File: src/design/sht_pkg.sv
// Shared types and constants of the string hashed slot table.
`timescale 1ns / 1ps
`default_nettype none

package sht_pkg;

    // Fixed widths of the item fields and of the registers.
    localparam int HASH_W      = 64;
    localparam int VALUE_OUT_W = 64;
    localparam int SLOT_W      = 9;
    localparam int INDEX_W     = 8;
    localparam int CFG_DATA_W  = 9;
    localparam int CFG_IDX_W   = 1;

    // Remainder unit: bits of the dividend consumed per cycle, and steps per item.
    localparam int REM_BITS  = 4;
    localparam int REM_STEPS = HASH_W / REM_BITS;
    localparam int REM_CNT_W = $clog2(REM_STEPS);

    // Operation codes carried in the mode field.
    localparam logic [1:0] MODE_SET  = 2'd0;
    localparam logic [1:0] MODE_GET  = 2'd1;
    localparam logic [1:0] MODE_FILL = 2'd2;
    localparam logic [1:0] MODE_NONE = 2'd3;

    // Configuration register indexes.
    localparam logic [CFG_IDX_W-1:0] CFG_SLOT_COUNT   = 1'd0;
    localparam logic [CFG_IDX_W-1:0] CFG_POINTER_MODE = 1'd1;

    localparam logic [SLOT_W-1:0] SLOT_COUNT_RESET = 9'd256;

    typedef struct packed {
        logic [1:0]             mode;
        logic [7:0]             name_byte;
        logic                   name_last;
        logic [VALUE_OUT_W-1:0] write_value;
    } t_in_item;

    typedef struct packed {
        logic                   ok;
        logic [VALUE_OUT_W-1:0] read_value;
        logic [INDEX_W-1:0]     slot_index;
    } t_out_item;

    // Request to the remainder unit.
    typedef struct packed {
        logic              start;
        logic [HASH_W-1:0] dividend;
        logic [SLOT_W-1:0] divisor;
    } t_rem_req;

    // Answer of the remainder unit; done is a one-cycle pulse.
    typedef struct packed {
        logic              done;
        logic [SLOT_W-1:0] rem;
    } t_rem_rsp;

endpackage

`default_nettype wire

File: src/design/sht_rem_unit.sv
// Iterative remainder unit: hash modulo slot count, four dividend bits per cycle.
`timescale 1ns / 1ps
`default_nettype none

module sht_rem_unit (
    input  wire logic              i_clk,
    input  wire logic              i_rst_n,
    input  wire sht_pkg::t_rem_req i_req,
    output sht_pkg::t_rem_rsp      o_rsp
);

    import sht_pkg::*;

    logic                 r_busy, n_busy;
    logic                 r_done, n_done;
    logic [REM_CNT_W-1:0] r_cnt, n_cnt;
    logic [HASH_W-1:0]    r_dvd, n_dvd;
    logic [SLOT_W-1:0]    r_div, n_div;
    logic [SLOT_W-1:0]    r_rem, n_rem;

    logic [HASH_W-1:0] step_dvd;
    logic [SLOT_W-1:0] step_rem;

    // Restoring remainder over REM_BITS dividend bits; the partial remainder
    // stays below the divisor, so one compare and subtract per bit suffices.
    always_comb begin
        logic [SLOT_W:0] t;
        step_dvd = r_dvd;
        step_rem = r_rem;
        for (int k = 0; k < REM_BITS; k++) begin
            t        = {step_rem, step_dvd[HASH_W-1]};
            step_dvd = {step_dvd[HASH_W-2:0], 1'b0};
            if (t >= {1'b0, r_div}) begin
                t = t - {1'b0, r_div};
            end
            step_rem = t[SLOT_W-1:0];
        end
    end

    always_comb begin
        n_busy = r_busy;
        n_done = 1'b0;
        n_cnt  = r_cnt;
        n_dvd  = r_dvd;
        n_div  = r_div;
        n_rem  = r_rem;
        if (i_req.start) begin
            n_busy = 1'b1;
            n_cnt  = '0;
            n_dvd  = i_req.dividend;
            n_div  = i_req.divisor;
            n_rem  = '0;
        end else if (r_busy) begin
            n_dvd = step_dvd;
            n_rem = step_rem;
            n_cnt = r_cnt + 1'b1;
            if (r_cnt == REM_CNT_W'(REM_STEPS - 1)) begin
                n_busy = 1'b0;
                n_done = 1'b1;
            end
        end
    end

    always_ff @(posedge i_clk) begin
        if (!i_rst_n) begin
            r_busy <= 1'b0;
            r_done <= 1'b0;
            r_cnt  <= '0;
        end else begin
            r_busy <= n_busy;
            r_done <= n_done;
            r_cnt  <= n_cnt;
        end
    end

    always_ff @(posedge i_clk) begin
        r_dvd <= n_dvd;
        r_div <= n_div;
        r_rem <= n_rem;
    end

    assign o_rsp.done = r_done;
    assign o_rsp.rem  = r_rem;

endmodule

`default_nettype wire

File: config.mk
export PLATFORM = sky130hd
export DESIGN_NAME = sht_rem_unit
export DESIGN_NICKNAME = d
export VERILOG_FILES = /design/src/design/sht_pkg.sv /design/src/design/sht_rem_unit.sv
export SDC_FILE = /design/constraint.sdc
export NUM_CORES = 1
export LEC_CHECK = 0
export ABC_AREA = 1
export ABC_CLOCK_PERIOD_IN_PS = 12120
export BUFFER_PORTS_ARGS = -buffer_cell sky130_fd_sc_hd__buf_2
export CORE_ASPECT_RATIO = 0.75
export CORE_MARGIN = 2
export CORE_UTILIZATION = 55
export DETAILED_ROUTE_END_ITERATION = 10
export MAX_ROUTING_LAYER = met4
export PLACE_DENSITY = 0.81
export REMOVE_ABC_BUFFERS = 1
export SLEW_MARGIN = 20
export SYNTH_ARGS = -nofsm -noshare
export SYNTH_HDL_FRONTEND = slang
export SYNTH_SLANG_ARGS = --single-unit
export TNS_END_PERCENT = 20
File: constraint.sdc
create_clock -name i_clk -period 12.12 [get_ports i_clk]
set_input_delay 0.606 -clock i_clk [delete_from_list [all_inputs] [get_ports i_clk]]
set_output_delay 0.606 -clock i_clk [all_outputs]
set_load 0.03 [all_outputs]
---- After elaboration in Yosys (flattened, before gate mapping) ----
Index checks and enable logic that the tools add are counted.
operators by class
  multipliers ............................. 0
  mux-type cells .......................... 10
  div/mod/pow operators ................... 0
  add/subtract/negate cells ............... 5
  bitwise logic cells ..................... 2
  reductions and logical operators ........ 3
  equality and inequality tests ........... 1
  magnitude comparators ................... 4
  shifts and indexed selects .............. 0
operators with widths
  operator                                                        number
  64-bit two-way mux                                              2
  10-bit by 9-bit greater-or-equal comparator with 1-bit output   4
  9-bit two-way mux                                               4
  9-bit subtractor                                                4
  4-bit by 1-bit adder with 4-bit output (second input constant)  1
  4-bit == test (second input constant)                           1
  1-bit two-way mux                                               4
  3-bit OR reduction                                              1
  1-bit NOT                                                       2
  2-bit nonzero test                                              1
  2-bit OR reduction                                              1
storage, ports and cells
  RAM bits ................................ 0
  output and inout bits ................... 10
  register bits ........................... 88
  memory bits (read-only) ................. 0
  bits in latches ......................... 0
  input bits .............................. 76
  memories ................................ 0
  word-level logic and storage cells ...... 31

---- Longest topological paths before layout ----
Gate-level depths: netlist of the first run.
  word-level depth ........................ 8
  gate-level depth with buffers ........... 48
  gate-level depth less buffers ........... 46

---- Worst setup path after synthesis of the first run ----
No wires, ideal clock.
  path kind ............................... flip-flop to flip-flop
  start point ............................. register r_rem[1]
  end point ............................... register r_rem[1]
  data required time ...................... 12.007 ns
  data arrival time ....................... 6.361 ns
  setup slack ............................. 5.646 ns
  clock period less this slack ............ 6.474 ns
  buffers on the path ..................... 3
  setup time .............................. 0.113 ns
  stages on the path, launching flop included .. 43
  cells stage by stage .................... dfxtp_1 ha_1 buf_2 nand2_1 nor2_1 nand3_1 nand4_4 buf_4 or2_1 o21ai_0 inv_1 ha_1 nand2_1 nand2_1 a21oi_1 nand3_1 a21oi_2 nand3_4 (+7 left out) o21ai_1 a21oi_2 nand2_2 nor2_8 nand2_1 nand2_1 inv_1 ha_1 a21oi_1 nand2_1 nand2_1 nand3_1 a21boi_0 inv_1 a21oi_4 nand3_1 nand3_1 nand2_1
between the ends
  word-level cells in the longest chain between the ends .. 8
  elaborated cells between the ends (all ways) .. 12
  those cells by class .................... add/sub: 4; order compare: 4; mux: 4
RTL lines
  item                                                                                                      line                                    RTL
  from (decl)                                                                                               sht_rem_unit.sv:19                      logic [SLOT_W-1:0] r_rem, n_rem;
  from (signal assigned)                                                                                    sht_rem_unit.sv:79                      r_rem <= n_rem;
  9-bit subtractor / 10-bit by 9-bit greater-or-equal comparator with 1-bit output (equally long branches)  sht_rem_unit.sv:34, sht_rem_unit.sv:33
  9-bit two-way mux *                                                                                       sht_rem_unit.sv:33                      if (t >= {1'b0, r_div}) begin
  9-bit subtractor / 10-bit by 9-bit greater-or-equal comparator with 1-bit output (equally long branches)  sht_rem_unit.sv:34, sht_rem_unit.sv:33
  9-bit two-way mux *                                                                                       sht_rem_unit.sv:33
  9-bit subtractor / 10-bit by 9-bit greater-or-equal comparator with 1-bit output (equally long branches)  sht_rem_unit.sv:34, sht_rem_unit.sv:33
  9-bit two-way mux *                                                                                       sht_rem_unit.sv:33
  10-bit by 9-bit greater-or-equal comparator with 1-bit output / 9-bit subtractor (equally long branches)  sht_rem_unit.sv:33, sht_rem_unit.sv:34
  9-bit two-way mux *                                                                                       sht_rem_unit.sv:33
Mark *: on every way between the ends. The rest lies on a longest branch, timed or not.
A chain may end at the register's enable or synchronous reset.

---- Worst setup path after layout of the first run ----
  start point ............................. register r_div[1]
  end point ............................... register r_rem[2]
between the ends
  word-level cells in the longest chain between the ends .. 8
  elaborated cells between the ends (all ways) .. 12
  those cells by class .................... add/sub: 4; order compare: 4; mux: 4
RTL lines
  item                                                                                                      line                                    RTL
  from (decl)                                                                                               sht_rem_unit.sv:18                      logic [SLOT_W-1:0] r_div, n_div;
  from (signal assigned)                                                                                    sht_rem_unit.sv:78                      r_div <= n_div;
  9-bit subtractor / 10-bit by 9-bit greater-or-equal comparator with 1-bit output (equally long branches)  sht_rem_unit.sv:34, sht_rem_unit.sv:33
  9-bit two-way mux                                                                                         sht_rem_unit.sv:33
  10-bit by 9-bit greater-or-equal comparator with 1-bit output / 9-bit subtractor (equally long branches)  sht_rem_unit.sv:33, sht_rem_unit.sv:34
  9-bit two-way mux                                                                                         sht_rem_unit.sv:33
  9-bit subtractor / 10-bit by 9-bit greater-or-equal comparator with 1-bit output (equally long branches)  sht_rem_unit.sv:34, sht_rem_unit.sv:33
  9-bit two-way mux                                                                                         sht_rem_unit.sv:33
  9-bit subtractor / 10-bit by 9-bit greater-or-equal comparator with 1-bit output (equally long branches)  sht_rem_unit.sv:34, sht_rem_unit.sv:33
  9-bit two-way mux *                                                                                       sht_rem_unit.sv:33
Marks and branches as above.

==> results of run 1 <==
layer usage:
metal,part of all wire [%],wire [µm],global-route usage (%),vias up
met2,46,6530,42.0,165
met1,47,6680,38.4,2303
met5,0,0,-,-
li1,-,-,-,2486
met3,6.0,849,6.28,13
met4,0.82,116,4.02,0
path summary, 6_finish.rpt:
kind / startpoint / endpoint / slack, ns / cells past startpoint
setup reg to reg: r_div[1] / r_rem[2] / 4.51 / 42
setup / recovery: r_div[1] / r_rem[2] / 4.51 / 42
hold reg to reg: r_dvd[21] / r_dvd[25] / 0.51 / 2
hold / removal: i_req[8] / r_div[8] / 0.44 / 1
layout make-up:
class / instances / area share, %
Tap cell: 136 / 2.57
Inverter: 86 / 4.88
Sequential cell: 88 / 37.7
Clock inverter: 7 / 0.946
Clock buffer: 9 / 3.41
Timing Repair Buffer: 87 / 6.66
Multi-Input combinational cell: 530 / 43.8
metrics by stage:
stage	cells	setup slack (ns)	hold WS [ns]	cell area (µm²)	utilization, %
2_1_floorplan	704	5.82	0.468	5710	-
3_3_place_gp	927	4.94	0.487	6320	61.7
3_5_place_dp	927	4.69	0.496	6320	61.7
4_1_cts	943	4.64	0.421	6610	64.5
5_1_grt	943	3.81	0.414	6610	64.5
6_report	943	4.51	0.437	6610	64.5
sequential cells by signal, summed over array words and instances, names as in the netlist:
register and cells:
r_busy 1, r_div 9, r_cnt 4, r_done 1, r_dvd 64, r_rem 9
layout by cell type, fill, tap and decap left out, drive strengths merged, types with 3 or more instances in the layout:
cell type / netlist / layout
dfxtp: 15 / 15
nor2: 21 / 21
clkbuf: 13 / 9
nand2: 329 / 329
a31oi: 3 / 3
xnor2: 12 / 12
buf: 4 / 87
o21ai: 18 / 18
edfxtp: 73 / 73
nor3: 6 / 6
nand3: 34 / 34
fa: 4 / 4
xor2: 13 / 13
inv: 86 / 89
nand4: 6 / 6
or2: 4 / 4
ha: 37 / 37
a21oi: 28 / 28
cells by family after synthesis:
family | synth area share [%]
AO/OA/AOI/OAI | 6.20
XOR/XNOR | 3.78
adder cells (fa/ha/maj) | 9.38
buffers and inverters | 6.85
flip-flops | 43.1
AND/OR/NAND/NOR | 30.7
==> results.cfg, run 1 <==
[logic_synthesis]
syn_area_per_cell_um2 = 8.03
synth_area_leader_cell = edfxtp_1
ys_warn_count = 0
synth_top_area_share_pct = 37.9
synth_area_leaders = edfxtp_1 (38%), nand2_1 (20%), ha_1 (8.0%)
yosys_most_used_dff = edfxtp_1
ys_ff_latch = 88
synth_most_common_cell = nand2_1
yosysSeqAreaShare_pct = 43.1
syn_inst = 721
async_flop_share_pct = 0
synth_cell_types = 44
ys_top_cells_by_count = nand2_1 (312), inv_1 (82), edfxtp_1 (73)
synth-edff-count = 73
syn_area_um2 = 5790

[drt]
vias_per_cell = 5.27
firstDrtPassIters = 5
drtIter0Drc = 427
vias = 4967
drt_wl_total_um = 14200
drt_drc_violations_left = 0
drtAntennaViolNets = 0
wl_per_cell_um = 15.0

[critical_path]
arrival_ns = 7.85
slowest_delay_ns = 0.47
crit_type = flip-flop to flip-flop
end_kind = flip-flop
crit_path_start_kind = flip-flop
path_buf_inv = 6
crit_slowest_cell = a21boi_0
critical_path_required_ns = 12.36
cp_common_cell = nand2_1
cp_top_family = simple AND/OR/NAND/NOR gates
cp_max_fo = 13

[hold_path]
hold_class = input pin to flip-flop

[final_layout]
diodes = 0
register_area_um2 = 2490
multi_input_area_um2 = 2900
area_delta_synth_final_pct = 14.2
drive_gt1_share_pct = 17.3
n_fill_cell = 871
nets = 919

[clock_network]
cts_resized = 0
cts_hold_buf = 0
post_cts_buffers = 0
htreeDepth = 3
cts.path.max_buffers = 2
clock-sinks = 88
clk_latency_ns = 0.34
clk_pin_slew_ns = 0.07
root_buffer = clkbuf_16
cts_made_buffers = 9
cts_tree = built

[global_route]
grt-ovfl-total = 0
grt_usage_pct = 27.5
grt_pass1_wl_um = 23500
grt_pass1_vias = 4758
antenna_found_initial = 0
grt_max_degree = 66

[timing]
hold_viol = 0
setup_viol = 0
slew_violations = 0
clock_skew_ns = 0.00596
max_slew.worst_pin.slew_ns = 0.977
finalCritPeriodShare_pct = 62.8
tns_ns = 0
period_minus_slack_ns = 7.61
relSlewSlack_pct = 34.8
rsz0062_at_grt = no
fmax_mhz = 131

[die]
die_area_um2 = 11400
initial_core_util_pct = 56.5
design.core.area_um2 = 10200
die_w_um = 122
io_pins = 86
fp-row-count = 32
die-height_um = 92.8

[job]
cap_violations = 0

[placement]
dp_hpwl_um = 10500
portBuffers = 85
routabilityCongestion = 0.949

[run_status]
status = finished clean
Power of run 1 is not shown: default switching activity piles up to over one toggle a cycle in this logic, so the estimate is an artifact.
==> inputs of run 2 (changes only) <==
--- a/config.mk
+++ b/config.mk
@@ -6,11 +6,11 @@
 export NUM_CORES = 1
 export LEC_CHECK = 0
 export ABC_AREA = 1
-export ABC_CLOCK_PERIOD_IN_PS = 12120
+export ABC_CLOCK_PERIOD_IN_PS = 6800
 export BUFFER_PORTS_ARGS = -buffer_cell sky130_fd_sc_hd__buf_2
 export CORE_ASPECT_RATIO = 0.75
 export CORE_MARGIN = 2
-export CORE_UTILIZATION = 55
+export CORE_UTILIZATION = 52
 export DETAILED_ROUTE_END_ITERATION = 10
 export MAX_ROUTING_LAYER = met4
 export PLACE_DENSITY = 0.81
==> constraint.sdc (replaced) <==
create_clock -name i_clk -period 6.8 [get_ports i_clk]
set_input_delay 0.34 -clock i_clk [delete_from_list [all_inputs] [get_ports i_clk]]
set_output_delay 0.34 -clock i_clk [all_outputs]
set_load 0.03 [all_outputs]
==> run 2 against run 1 <==
  * Die area grew 5.6%
  * Worst hold slack lost 0.26 ns
  * Critical path type unchanged
  * First-iteration DRC count shrank 0.23%
==> results.cfg, run 2 (synthesis results as in run 1) <==
[run_status]
status = finished clean

[global_route]
antenna_found_initial = 0
grt_usage_pct = 23.3
grt-ovfl-total = 0
grt_pass1_vias = 4570
grt_max_degree = 63
grt_pass1_wl_um = 21300

[critical_path]
reg2reg_depth = 41
r2r-end = r_rem[8]
end_kind = flip-flop
critical_path_required_ns = 7.04
rrSetupSlack_ns = 0.29
cp_common_cell = nand2_1
slowest_delay_ns = 0.43
crit_type = flip-flop to flip-flop
crit_slowest_cell = fa_1
crit_path_start_kind = flip-flop
r2r-start = r_div[7]
cp_max_fo = 8
arrival_ns = 6.75

[die]
die_area_um2 = 12000
fp-row-count = 33
io_pins = 86
die_w_um = 126
die-height_um = 95.4
initial_core_util_pct = 53.1
design.core.area_um2 = 10900

[timing]
clock_skew_ns = 0.0128
max_slew.worst_pin.slew_ns = 0.995
period_minus_slack_ns = 6.51
finalCritPeriodShare_pct = 95.7
slew_violations = 0
fmax_mhz = 154
relSlewSlack_pct = 33.6
setup_viol = 0
hold_viol = 0
layout_setup_ws_ns = 0.291

[final_layout]
final_cell_mix = nand2_1 (306), buf_2 (85), inv_1 (76)
final_common_cell = nand2_1
diodes = 0
fin_cells = 971
reg_top3 = r_dvd: 64 flops, r_div: 9 flops, r_rem: 9 flops
drive_gt1_share_pct = 24.5
nets = 943
largest_reg_flops = 64
regMostFlops = r_dvd
area_delta_synth_final_pct = 21.0

[drt]
drt_drc_violations_left = 0
drtIter0Drc = 426
drtAntennaViolNets = 0
vias_per_cell = 5.19
drt_wl_total_um = 14100
vias = 5041
route.top_layer_used = met4
firstDrtPassIters = 5
drt-met1-wl_um = 6380
met2WireLength_um = 6460
wl_met3_um = 1100
wl_per_cell_um = 14.5

[clock_network]
cts.path.max_buffers = 2
root_buffer = clkbuf_16
cts_tree = built
clk_pin_slew_ns = 0.07
clock-sinks = 88
cts_hold_buf = 0
clk_latency_ns = 0.34
htreeDepth = 3
cts_made_buffers = 9

[hold_path]
hold_class = input pin to flip-flop
hold_depth = 1
hold_path_end = r_div[3]
hp-start = i_req[3]

[placement]
place_ws_ns = -0.0204
dp.cells = 941
portBuffers = 85
routabilityCongestion = 0.981
dp_hpwl_um = 10100

[job]
cap_violations = 0
run 2: through the flow:
stage	setup TNS, ns	hold slack, ns	instance area (µm²)	util (%)
floorplan	0	0.439	5710	-
finish	0	0.178	7000	64.2
CTS	0	0.174	6680	61.3
global placement	0	0.491	6400	58.8
detailed placement	-0.0959	0.488	6400	58.8
global route	-1.48	0.169	7000	64.2
run 2: worst max path at each step:
| stage | from | end | slack (ns) | cells past startpoint |
|---|---|---|---|---|
| 4_1_cts | r_dvd[63] | r_rem[8] | 0.02 | 40 |
| 6_report | r_div[7] | r_rem[8] | 0.29 | 41 |
| 5_1_grt | r_div[7] | r_rem[2] | -0.19 | 41 |
| 3_5_place_dp | r_div[0] | r_rem[8] | -0.02 | 39 |
| 2_1_floorplan | r_rem[4] | r_rem[1] | 0.50 | 43 |
| 3_3_place_gp | r_dvd[63] | r_rem[7] | 0.21 | 40 |
run 2: critical path, delay by kind of cell (launching register included):
| kind | cells | cell delay, ns |
|---|---|---|
| DFF | 1 | 0.38 |
| buffers and inverters | 7 | 0.76 |
| and+or+nand+nor | 21 | 2.33 |
| adders and majority gates | 4 | 1.45 |
| AOI/OAI and AO/OA | 9 | 1.47 |
run 2: area by class of cell:
type / instances / area, µm²
multi-input cells: 532 / 3130
well taps: 140 / 175
clock inverters: 6 / 42.5
flip-flops and latches: 88 / 2490
repair buffers: 109 / 606
clock buffers: 10 / 229
fillers: 938 / 3900
inverters: 86 / 323
run 2: layer usage:
metal | up-vias | global-route usage (%)
li1 | 2533 | -
met1 | 2320 | 31.3
met2 | 173 | 36.6
met3 | 15 | 5.56
met4 | 0 | 4.58
met5 | - | -
run 2: what timing repair did:
action | in CTS | in global routing
pin swaps | 0 | 20
setup endpoints to repair | 8 | 9
gates resized for setup | 3 | 51
setup buffers | 0 | 12
cloned | 0 | 2
Power of run 2 is left out for the same reason.
==> inputs of run 3 (changes only) <==
--- a/config.mk
+++ b/config.mk
@@ -15,6 +15,7 @@
 export MAX_ROUTING_LAYER = met4
 export PLACE_DENSITY = 0.81
 export REMOVE_ABC_BUFFERS = 1
+export SETUP_SLACK_MARGIN = 0.3
 export SLEW_MARGIN = 20
 export SYNTH_ARGS = -nofsm -noshare
 export SYNTH_HDL_FRONTEND = slang
==> run 3 against run 2 <==
  * Die area is the same
  * Core utilization grew 2.8 points
  * Worst hold slack lost 0.0046 ns
  * Fmax grew 1.5%
  * Global-route usage grew 0.31 points
  * Sequential cell count is the same
  * Final cell count grew 0.62%
  * First-iteration DRC count grew 21%
  * Design area grew 4.3%
==> results.cfg, run 3 (synthesis results as in run 1) <==
[run_status]
status = finished clean

[critical_path]
rrSetupSlack_ns = 0.39
arrival_ns = 6.65
crit_path_start_kind = flip-flop
cp-startpoint = r_dvd[63]
cp_top_family = simple AND/OR/NAND/NOR gates
cp_max_fo = 8
end_kind = flip-flop
cp_common_cell = inv_1
path_buf_inv = 9
reg2reg_depth = 41
crit_type = flip-flop to flip-flop
slowest_delay_ns = 0.43
crit_slowest_cell = fa_2
r2r-end = r_rem[3]
r2r-start = r_dvd[63]
critical_path_required_ns = 7.04

[final_layout]
n_fill_cell = 876
regMostFlops = r_dvd
register_area_um2 = 2490
diodes = 0
area_delta_synth_final_pct = 26.2
multi_input_area_um2 = 3390
reg_top3 = r_dvd: 64 flops, r_div: 9 flops, r_rem: 9 flops
largest_reg_flops = 64
final_common_cell = nand2_1
drive_gt1_share_pct = 29.7
final_cell_mix = nand2_1 (297), buf_2 (85), edfxtp_1 (73)
nets = 949

[timing]
tns_ns = 0
rsz0062_at_grt = yes
finalCritPeriodShare_pct = 94.3
relSlewSlack_pct = 34.4
max_slew.worst_pin.slew_ns = 0.985
slew_violations = 0
fmax_mhz = 156
hold_viol = 0
setup_viol = 0
period_minus_slack_ns = 6.41
clock_skew_ns = 0.0119

[die]
die_w_um = 126
io_pins = 86
die_area_um2 = 12000
die-height_um = 95.4
design.core.area_um2 = 10900
initial_core_util_pct = 53.1
fp-row-count = 33

[drt]
wl_per_cell_um = 15.3
drt_wl_total_um = 15000
vias_per_cell = 5.32
vias = 5199
drtIter0Drc = 514
drtAntennaViolNets = 0
drt_drc_violations_left = 0
firstDrtPassIters = 5

[clock_network]
clk_latency_ns = 0.34
cts_tree = built
root_buffer = clkbuf_16
htreeDepth = 3
clk_pin_slew_ns = 0.07
cts_hold_buf = 0
cts_made_buffers = 9
clock-sinks = 88
cts.path.max_buffers = 2

[global_route]
antenna_found_initial = 0
grt_pass1_wl_um = 21600
grt_pass1_vias = 4626
grt_usage_pct = 23.6
grt_max_degree = 63
grt-ovfl-total = 0

[hold_path]
hp-start = i_req[3]
hold_class = input pin to flip-flop
hold_path_end = r_div[3]
hold_depth = 1

[placement]
routabilityCongestion = 0.981
portBuffers = 85
dp_hpwl_um = 10100

[job]
cap_violations = 0
## run 3: worst max path at each step
stage                     slack (ns)        to  cells past startpoint
final                           0.39  r_rem[3]                     41
after global routing           -0.02  r_rem[3]                     41
after CTS                       0.29  r_rem[8]                     40
after detailed placement       -0.02  r_rem[8]                     39
after global placement          0.21  r_rem[7]                     40
after floorplan                 0.50  r_rem[1]                     43
## run 3: through the flow
stage / hold slack (ns) / cells / setup WS (ns) / instance area, µm² / utilization [%]
after global placement: 0.491 / 941 / 0.210 / 6400 / 58.8
after CTS: 0.174 / 963 / 0.290 / 6770 / 62.1
after global routing: 0.169 / 977 / -0.0194 / 7300 / 67.0
final: 0.173 / 977 / 0.390 / 7300 / 67.0
after floorplan: 0.439 / 704 / 0.502 / 5710 / -
after detailed placement: 0.488 / 941 / -0.0204 / 6400 / 58.8
## run 3: layout make-up
cell class,count,area share (%)
multi-input cells,533,46.4
flip-flops and latches,88,34.1
repair buffers,114,8.86
inverters,86,4.49
clock buffers,10,3.13
well taps,140,2.40
clock inverters,6,0.582
## run 3: what timing repair did
item                                    CTS  global route
endpoints found under the setup margin    9             9
cloned                                    1             2
buffers inserted                          5            12
resized for setup                        13            94
pin swaps                                 5            34
## run 3: worst reg2reg max path: cells and delay by family (launching register included)
family	cells	cell delay, ns
buf+inv	9	0.91
fa+ha+maj	5	1.47
flops	1	0.41
compound gates	8	1.43
simple gates	19	2.10
## run 3: metal layers
metal,global-route usage (%),vias up,part of all wire (%),wire length [µm]
li1,-,2558,-,-
met1,32.0,2420,44,6620
met2,37.4,188,47,6970
met3,5.11,33,7.4,1110
met4,4.12,0,1.7,250
met5,-,-,0,0
Power of run 3 is left out for the same reason.
